[src/hw/rtl/bfs_pkg.sv]
// Package for the backlight fade and screensaver unit.
// Holds the operation and register index codes, the transaction structs and the constants.
// No dependencies.
`default_nettype none

package bfs_pkg;

   typedef enum logic [2:0] {
      OP_TICK       = 3'd0,
      OP_SET        = 3'd1,
      OP_SET_SMOOTH = 3'd2,
      OP_ON         = 3'd3,
      OP_OFF        = 3'd4,
      OP_TOGGLE     = 3'd5,
      OP_TOUCH      = 3'd6
   } op_type;

   typedef enum logic [1:0] {
      CSR_BRIGHTNESS    = 2'd0,
      CSR_SAVER_SECONDS = 2'd1,
      CSR_INVERT_PWM    = 2'd2
   } csr_index_type;

   localparam int unsigned CsrIndexWidth = 2;
   localparam int unsigned CsrDataWidth  = 16;
   localparam int unsigned SaverMsWidth  = 26;

   localparam logic [7:0] LevelMax  = 8'd255;
   localparam logic [7:0] ResetStep = 8'd4;
   localparam logic [7:0] WakeStep  = 8'd5;
   localparam logic [7:0] SaverStep = 8'd2;
   localparam logic [9:0] MsPerSecond = 10'd1000;

   typedef struct packed {
      op_type      operation;
      logic [15:0] level;
      logic [7:0]  fade_step;
      logic [31:0] now_ms;
      logic        touch_panel_on;
   } req_type;

   typedef struct packed {
      logic [7:0] pwm_duty;
      logic [7:0] current_level;
      logic [7:0] target_level;
      logic       red_led;
      logic       was_off;
      logic       is_on;
   } rsp_type;

   typedef struct packed {
      logic [7:0]              brightness;
      logic [SaverMsWidth-1:0] saver_ms;
      logic                    invert_pwm;
   } cfg_type;

endpackage

`default_nettype wire

[src/hw/rtl/bfs_csr.sv]
// Configuration registers of the backlight fade and screensaver unit.
// Depends on bfs_pkg; the idle limit is kept in milliseconds.
`default_nettype none

module bfs_csr (
   input  wire logic                                clock,
   input  wire logic                                reset,
   input  wire logic                                csr_wr_en,
   input  wire logic [bfs_pkg::CsrIndexWidth-1:0]   csr_index,
   input  wire logic [bfs_pkg::CsrDataWidth-1:0]    csr_wr_data,
   output bfs_pkg::cfg_type                         cfg
);

   logic [7:0]                       brightness_ff;
   logic [bfs_pkg::SaverMsWidth-1:0] saver_ms_ff;
   logic                             invert_ff;
   logic [bfs_pkg::SaverMsWidth-1:0] saver_ms_in;

   // Seconds times one thousand, so the tick compares milliseconds directly.
   assign saver_ms_in = bfs_pkg::SaverMsWidth'(csr_wr_data)
                      * bfs_pkg::SaverMsWidth'(bfs_pkg::MsPerSecond);

   always_ff @(posedge clock) begin
      if (reset) begin
         brightness_ff <= bfs_pkg::LevelMax;
         saver_ms_ff   <= '0;
         invert_ff     <= 1'b0;
      end else if (csr_wr_en) begin
         case (bfs_pkg::csr_index_type'(csr_index))
            bfs_pkg::CSR_BRIGHTNESS:    brightness_ff <= csr_wr_data[7:0];
            bfs_pkg::CSR_SAVER_SECONDS: saver_ms_ff   <= saver_ms_in;
            bfs_pkg::CSR_INVERT_PWM:    invert_ff     <= csr_wr_data[0];
            default: begin
            end
         endcase
      end
   end

   assign cfg.brightness = brightness_ff;
   assign cfg.saver_ms   = saver_ms_ff;
   assign cfg.invert_pwm = invert_ff;

endmodule

`default_nettype wire

[src/hw/rtl/bfs_core.sv]
// Level state and single-pass update logic of the backlight fade and screensaver unit.
// Depends on bfs_pkg; produces the result of the accepted transaction combinationally.
`default_nettype none

module bfs_core (
   input  wire logic              clock,
   input  wire logic              reset,
   input  wire logic              accept,
   input  wire bfs_pkg::req_type  req,
   input  wire bfs_pkg::cfg_type  cfg,
   output bfs_pkg::rsp_type       rsp
);

   logic [7:0]  power_ff, power_in;
   logic [7:0]  goal_ff, goal_in;
   logic [7:0]  step_ff, step_in;
   logic [31:0] last_touch_ff, last_touch_in;
   logic        led_ff, led_in;
   logic        was_off;

   logic [7:0]  req_level;
   logic [31:0] idle_ms;
   logic        saver_hit;
   logic [7:0]  goal_tick;
   logic [7:0]  step_tick;
   logic [8:0]  up_sum;
   logic [8:0]  down_limit;
   logic [7:0]  faded;

   assign req_level = (req.level[15:8] != 8'd0) ? bfs_pkg::LevelMax : req.level[7:0];

   // Screensaver check happens before the fade of the same tick.
   assign idle_ms   = req.now_ms - last_touch_ff;
   assign saver_hit = (cfg.saver_ms != '0) && (power_ff != 8'd0) && (goal_ff != 8'd0)
                    && req.touch_panel_on
                    && (idle_ms >= 32'(cfg.saver_ms));
   assign goal_tick = saver_hit ? 8'd0 : goal_ff;
   assign step_tick = saver_hit ? bfs_pkg::SaverStep : step_ff;

   // Move toward the target by one step, never overshooting it.
   assign up_sum     = {1'b0, power_ff} + {1'b0, step_tick};
   assign down_limit = {1'b0, goal_tick} + {1'b0, step_tick};

   always_comb begin
      if (power_ff < goal_tick) begin
         faded = (up_sum > {1'b0, goal_tick}) ? goal_tick : up_sum[7:0];
      end else if (power_ff > goal_tick) begin
         faded = ({1'b0, power_ff} >= down_limit) ? (power_ff - step_tick) : goal_tick;
      end else begin
         faded = power_ff;
      end
   end

   always_comb begin
      power_in      = power_ff;
      goal_in       = goal_ff;
      step_in       = step_ff;
      last_touch_in = last_touch_ff;
      led_in        = led_ff;
      was_off       = 1'b0;
      case (req.operation)
         bfs_pkg::OP_TICK: begin
            goal_in  = goal_tick;
            step_in  = step_tick;
            power_in = faded;
            if (faded == 8'd0) begin
               led_in = 1'b1;
            end
         end
         bfs_pkg::OP_SET: begin
            power_in = req_level;
            goal_in  = req_level;
         end
         bfs_pkg::OP_SET_SMOOTH: begin
            goal_in = req_level;
            step_in = req.fade_step;
         end
         bfs_pkg::OP_ON: begin
            power_in = cfg.brightness;
            goal_in  = cfg.brightness;
            led_in   = 1'b0;
         end
         bfs_pkg::OP_OFF: begin
            power_in = 8'd0;
            goal_in  = 8'd0;
            led_in   = 1'b1;
         end
         bfs_pkg::OP_TOGGLE: begin
            if (power_ff != 8'd0) begin
               power_in = 8'd0;
               goal_in  = 8'd0;
               led_in   = 1'b1;
            end else begin
               power_in = cfg.brightness;
               goal_in  = cfg.brightness;
               led_in   = 1'b0;
            end
         end
         bfs_pkg::OP_TOUCH: begin
            was_off       = (power_ff == 8'd0);
            last_touch_in = req.now_ms;
            if ((power_ff == 8'd0) || (power_ff != goal_ff)) begin
               led_in  = 1'b0;
               goal_in = cfg.brightness;
               step_in = bfs_pkg::WakeStep;
            end
         end
         default: begin
         end
      endcase
   end

   always_ff @(posedge clock) begin
      if (reset) begin
         power_ff      <= 8'd0;
         goal_ff       <= bfs_pkg::LevelMax;
         step_ff       <= bfs_pkg::ResetStep;
         last_touch_ff <= 32'd0;
         led_ff        <= 1'b0;
      end else if (accept) begin
         power_ff      <= power_in;
         goal_ff       <= goal_in;
         step_ff       <= step_in;
         last_touch_ff <= last_touch_in;
         led_ff        <= led_in;
      end
   end

   assign rsp.pwm_duty      = cfg.invert_pwm ? (bfs_pkg::LevelMax - power_in) : power_in;
   assign rsp.current_level = power_in;
   assign rsp.target_level  = goal_in;
   assign rsp.red_led       = led_in;
   assign rsp.was_off       = was_off;
   assign rsp.is_on         = (power_in != 8'd0);

`ifndef ASSERT_OFF
   a_reset_state: assert property (@(posedge clock)
      reset |=> (power_ff == 8'd0) && (step_ff == bfs_pkg::ResetStep) && !led_ff)
      else $error("state not cleared by reset");

   a_off_state: assert property (@(posedge clock) disable iff (reset)
      (accept && (req.operation == bfs_pkg::OP_OFF))
      |=> (power_ff == 8'd0) && (goal_ff == 8'd0) && led_ff)
      else $error("switch off did not leave the light dark");

   a_touch_time: assert property (@(posedge clock) disable iff (reset)
      (accept && (req.operation == bfs_pkg::OP_TOUCH))
      |=> (last_touch_ff == $past(req.now_ms)))
      else $error("touch did not restart the idle timer");

   a_hold_idle: assert property (@(posedge clock) disable iff (reset)
      !accept |=> $stable(power_ff) && $stable(goal_ff) && $stable(step_ff))
      else $error("level state changed without a transaction");
`endif

endmodule

`default_nettype wire

[src/hw/rtl/bfs_out_buf.sv]
// Two-entry result buffer of the backlight fade and screensaver unit.
// Depends on bfs_pkg; an output register backed by a skid register.
`default_nettype none

module bfs_out_buf (
   input  wire logic              clock,
   input  wire logic              reset,
   input  wire logic              load,
   input  wire bfs_pkg::rsp_type  load_data,
   output logic                   load_ready,
   output logic                   rsp_valid,
   input  wire logic              rsp_ready,
   output bfs_pkg::rsp_type       rsp_payload
);

   logic             out_valid_ff;
   logic             skid_valid_ff;
   bfs_pkg::rsp_type out_data_ff;
   bfs_pkg::rsp_type skid_data_ff;
   logic             take;

   assign take       = out_valid_ff && rsp_ready;
   assign load_ready = !skid_valid_ff;

   always_ff @(posedge clock) begin
      if (reset) begin
         out_valid_ff  <= 1'b0;
         skid_valid_ff <= 1'b0;
      end else if (load) begin
         if (!out_valid_ff || take) begin
            out_valid_ff <= 1'b1;
         end else begin
            skid_valid_ff <= 1'b1;
         end
      end else if (take) begin
         if (skid_valid_ff) begin
            skid_valid_ff <= 1'b0;
         end else begin
            out_valid_ff <= 1'b0;
         end
      end
   end

   always_ff @(posedge clock) begin
      if (load) begin
         if (!out_valid_ff || take) begin
            out_data_ff <= load_data;
         end else begin
            skid_data_ff <= load_data;
         end
      end else if (take && skid_valid_ff) begin
         out_data_ff <= skid_data_ff;
      end
   end

   assign rsp_valid   = out_valid_ff;
   assign rsp_payload = out_data_ff;

endmodule

`default_nettype wire

[src/hw/rtl/backlight_fade_screensaver_unit.sv]
// Top level of the backlight fade and screensaver unit.
// Depends on bfs_pkg, bfs_csr, bfs_core and bfs_out_buf.
//
//   Channel   Direction  Handshake              Payload
//   req_      in         req_valid / req_ready  bfs_pkg::req_type
//   rsp_      out        rsp_valid / rsp_ready  bfs_pkg::rsp_type
//   csr_      in         csr_wr_en              csr_index, csr_wr_data
//
// One transaction is accepted per cycle while the buffer has room; its result
// is registered in the output register, else in the skid register. The whole
// update is one pass through the core logic, whose longest path is the 32-bit
// idle-time subtract and compare feeding the fade. Reset is synchronous; there
// is no clearing pass. A two-entry result buffer keeps requests flowing while
// one result waits; requests stall only when both entries are full.
`default_nettype none

module backlight_fade_screensaver_unit (
   input  wire logic                               clock,
   input  wire logic                               reset,
   input  wire logic                               req_valid,
   output logic                                    req_ready,
   input  wire bfs_pkg::req_type                   req_payload,
   output logic                                    rsp_valid,
   input  wire logic                               rsp_ready,
   output bfs_pkg::rsp_type                        rsp_payload,
   input  wire logic                               csr_wr_en,
   input  wire logic [bfs_pkg::CsrIndexWidth-1:0]  csr_index,
   input  wire logic [bfs_pkg::CsrDataWidth-1:0]   csr_wr_data
);

   bfs_pkg::cfg_type cfg;
   bfs_pkg::rsp_type core_rsp;
   logic             accept;

   // A transaction is taken whenever the result buffer has a free entry.
   assign accept = req_valid && req_ready;

   bfs_csr u_csr (
      .clock       (clock),
      .reset       (reset),
      .csr_wr_en   (csr_wr_en),
      .csr_index   (csr_index),
      .csr_wr_data (csr_wr_data),
      .cfg         (cfg)
   );

   // The core updates its level state on acceptance and reports the new state.
   bfs_core u_core (
      .clock  (clock),
      .reset  (reset),
      .accept (accept),
      .req    (req_payload),
      .cfg    (cfg),
      .rsp    (core_rsp)
   );

   bfs_out_buf u_out_buf (
      .clock       (clock),
      .reset       (reset),
      .load        (accept),
      .load_data   (core_rsp),
      .load_ready  (req_ready),
      .rsp_valid   (rsp_valid),
      .rsp_ready   (rsp_ready),
      .rsp_payload (rsp_payload)
   );

endmodule

`default_nettype wire

[config.mk]
export PLATFORM = sky130hd
export DESIGN_NAME = backlight_fade_screensaver_unit
export DESIGN_NICKNAME = d
export VERILOG_FILES = /design/src/hw/rtl/bfs_pkg.sv /design/src/hw/rtl/bfs_csr.sv /design/src/hw/rtl/bfs_core.sv /design/src/hw/rtl/bfs_out_buf.sv /design/src/hw/rtl/backlight_fade_screensaver_unit.sv
export SDC_FILE = /design/constraint.sdc
export NUM_CORES = 1
export LEC_CHECK = 0
export CAP_MARGIN = 5
export CORE_ASPECT_RATIO = 2
export CORE_MARGIN = 4
export CORE_UTILIZATION = 35
export DETAILED_ROUTE_END_ITERATION = 10
export DONT_BUFFER_PORTS = 1
export GPL_ROUTABILITY_DRIVEN = 0
export PLACE_DENSITY = 0.55
export SLEW_MARGIN = 20
export SYNTH_ARGS = -nofsm -noshare
export SYNTH_HDL_FRONTEND = slang
export SYNTH_SLANG_ARGS = --single-unit
[constraint.sdc]
create_clock -name clock -period 9.8 [get_ports clock]
set_clock_uncertainty 0.15 [all_clocks]
set_input_delay 0.98 -clock clock [delete_from_list [all_inputs] [get_ports clock]]
set_output_delay 0.98 -clock clock [all_outputs]
set_load 0.1 [all_outputs]
==> metrics <==
crit path time final between 9000 and 10000 ps; ANT nets after route 0; Syn Area/Cell between 8 and 9 um2; die height approximately 280 um; Power per Cell Area 228 mW/mm2; vias in the first global route 11600; WL met2 22.8 mm; Worst VDD drop ~220 uV; Die X 143 um; period utilisation layout 0.976; first drt pass iteration count 7; area leader, netlist ha_1; wire per inst approximately 20 um; worst hold slack about 300 ps; first-pass GRT wire length 62.2 mm; vias per cell 5.57; GRT Residual Overflow 0; Slowest-stage cell, CP a2111o_2; Startpoint Class input port; Post-Route WL 40.1 mm; WL met1 12.7 mm; Num CTS Buffers 17; Final HPWL DP 32.3 mm; worst-path fanout max 5; Synth top area share 0.151; area grow syn2layout 12.1%; fin cells 1977; Worst Hold Class flop to flop; LEAKAGE 0.00578 uW; Top Ports around 110; Synth Cell Area 0.0127 mm2; clock sink count 145; Design Area, Final 0.0143 mm2; final setup fails 0; Post-Synthesis Cells approximately 1500; layout cells sized above 1 0.0925; number of flops mapped to enable cells by yosys 54; routed length on met3 between 1 and 1.5 mm; post-synthesis sequential area ratio 0.270; Port Buffers 0; Setup CP Type input port to flop; Final Max Slew Viols 0; clock slew seen by the registers of the worst setup and hold paths 70 ps; Std-Cell Core Area 0.0359 mm2; root buf cell clkbuf_16; CP Data Required Time 9850 ps; Worst-Margin Slew 1120 ps; DIE AREA 0.0397 mm2; Clock Tree Buf Depth 2; mux cell area share after synthesis 0.00756; MaxCap Viol Count 0; final hold violations 0; post-synthesis compound-gate area fraction 0.205; clk_lat worst skew about 460 ps; fin util 0.398; Synth Flop Type dfxtp_1; CTS tree done; max_slew headroom 0.255; GR Util All Layers 0.204; top sig layer met4; Post-Synth XOR/XNOR Area 0.0550; largest net degree at the start of global routing 93; placed cells 1937; Netlist cell types 75; outcome finished clean; Cell Area, Placed 0.0135 mm2; Seq cells post-synth 145; initial antenna violation count 1; Achievable Freq 0.105 GHz; Worst EP arrival around 9600 ps; largest family of logic cells by synthesized area adder cells; routed vias 11000; Final nets between 1500 and 2000; num rows 98; Ys Warns 0; syn nets 1783; Synth async-reset ratio 0; Synth area leaders ha_1, dfxtp_1, edfxtp_1; delay of the slowest critical-path stage roughly 500 ps; crit end category flop; residual DRC count 0; simple-gate portion of the synthesized area 0.169; H-tree depth 4; Starting DRT DRC Count around 660; post-synthesis adder-cell area fraction 0.241; Initial Utilization 0.355
[sequential cells by signal, summed over array words and instances, names as in the netlist]
| register | flops |
|---|---|
| u_out_buf.rsp_valid | 1 |
| u_out_buf.skid_data_ff | 27 |
| u_core.power_ff | 8 |
| u_core.goal_ff | 8 |
| u_csr.brightness_ff | 8 |
| u_core.last_touch_ff | 32 |
| u_csr.invert_ff | 1 |
| u_core.led_ff | 1 |
| u_csr.saver_ms_ff | 23 |
| u_out_buf.skid_valid_ff | 1 |
| u_core.step_ff | 8 |
| u_out_buf.rsp_payload | 27 |
[through the flow]
stage / total power (uW) / setup TNS, ps / setup slack (ps)
CTS: 3230 / 0 / 41.8
finish: 3260 / 0 / 233
floorplan: 2070 / 0 / 3.88
global route: 3520 / -42.8 / -39.8
detailed placement: 2560 / -2110 / -650
global placement: 2540 / -1570 / -590
[layout make-up]
| type | instances | area, um2 |
|---|---|---|
| clock inverter | 15 | 166 |
| multi-input combinational | 1169 | 8800 |
| antenna | 2 | 5.00 |
| inverter | 123 | 462 |
| sequential | 145 | 3440 |
| tap | 450 | 563 |
| fill | 3671 | 21600 |
| timing repair buffer | 56 | 420 |
| clock buffer | 17 | 425 |
[worst max-delay path: cells and delay by family]
| kind | cells | cell delay [ps] |
|---|---|---|
| simple gates | 12 | 2040 |
| compound gates | 16 | 3540 |
| buf+inv | 4 | 220 |
| mux | 2 | 520 |
| xor+xnor | 2 | 550 |
| fa+ha+maj | 6 | 1760 |
[layout by cell type, fill, tap and decap left out, types with 11 or more instances in the layout]
| cell type | Yosys | layout |
|---|---|---|
| a211o_1 | 13 | 13 |
| a211oi_1 | 23 | 23 |
| a21o_1 | 33 | 33 |
| a21oi_1 | 141 | 136 |
| a221o_1 | 13 | 13 |
| buf_4 | 0 | 56 |
| clkbuf_16 | 0 | 17 |
| dfxtp_1 | 91 | 91 |
| edfxtp_1 | 54 | 54 |
| fa_1 | 57 | 56 |
| ha_1 | 154 | 154 |
| inv_1 | 123 | 123 |
| nand2_1 | 200 | 200 |
| nand2b_1 | 18 | 18 |
| nand3_1 | 11 | 11 |
| nand4_1 | 18 | 18 |
| nor2_1 | 132 | 128 |
| nor2b_1 | 24 | 23 |
| nor3_1 | 15 | 13 |
| nor4_1 | 15 | 15 |
| o21ai_0 | 56 | 51 |
| o21bai_1 | 26 | 26 |
| xnor2_1 | 59 | 57 |
| xor2_1 | 21 | 20 |
[final timing paths]
| check | start | endpoint | slack (ps) | cells after the start |
|---|---|---|---|---|
| worst max-delay path | req_payload[1] | u_out_buf.rsp_payload[0] | 230 | 42 |
| worst min-delay path | u_core.last_touch_ff[27] | u_core.last_touch_ff[27] | 300 | 2 |
| worst max register to register | u_core.last_touch_ff[4] | u_out_buf.rsp_payload[0] | 420 | 42 |
| worst min register to register | u_core.last_touch_ff[27] | u_core.last_touch_ff[27] | 300 | 2 |
[Yosys cell counts, drive strengths merged, types with 11 or more instances]
cell type	number
xor2	21
nor4	16
nand2b	18
edfxtp	54
o21ai	61
clkbuf	44
and2	11
inv	123
ha	154
nor3	15
fa	57
nor2	132
nand4	19
nand2	201
xnor2	59
a211o	13
a211oi	24
dfxtp	91
nor2b	24
o21bai	26
nand3	11
o211ai	11
a221o	13
a21o	33
a21oi	141
[cells by family (layout without fill, tap and decap cells)]
kind of cell | after synthesis | in the layout
compound gates | 395 | 395
xor+xnor | 80 | 80
fa+ha+maj | 211 | 211
buf+inv | 175 | 211
flops | 145 | 145
mux | 9 | 9
other cells | 0 | 2
simple gates | 474 | 474
[repair_timing]
action / in CTS / in global routing
setup endpoints to repair: 1 / 21
pin swaps: 1 / 23
hold buffers: 0 / 0
gates resized for setup: 2 / 29
buffers inserted: 0 / 6
[routing by layer]
layer  up-vias  track usage
met5         -            0
met4         0        0.152
met3       156       0.0357
met2       319        0.402
met1      5232        0.171
li1       5298            -
[power by group]
group / internal [uW] / switching, uW / leakage [uW]
combinational: 775 / 1010 / 0.00425
sequential: 683 / 140 / 0.00125
clock: 339 / 315 / 0.000279
No activity file was read; power rests on OpenSTA's default activity.
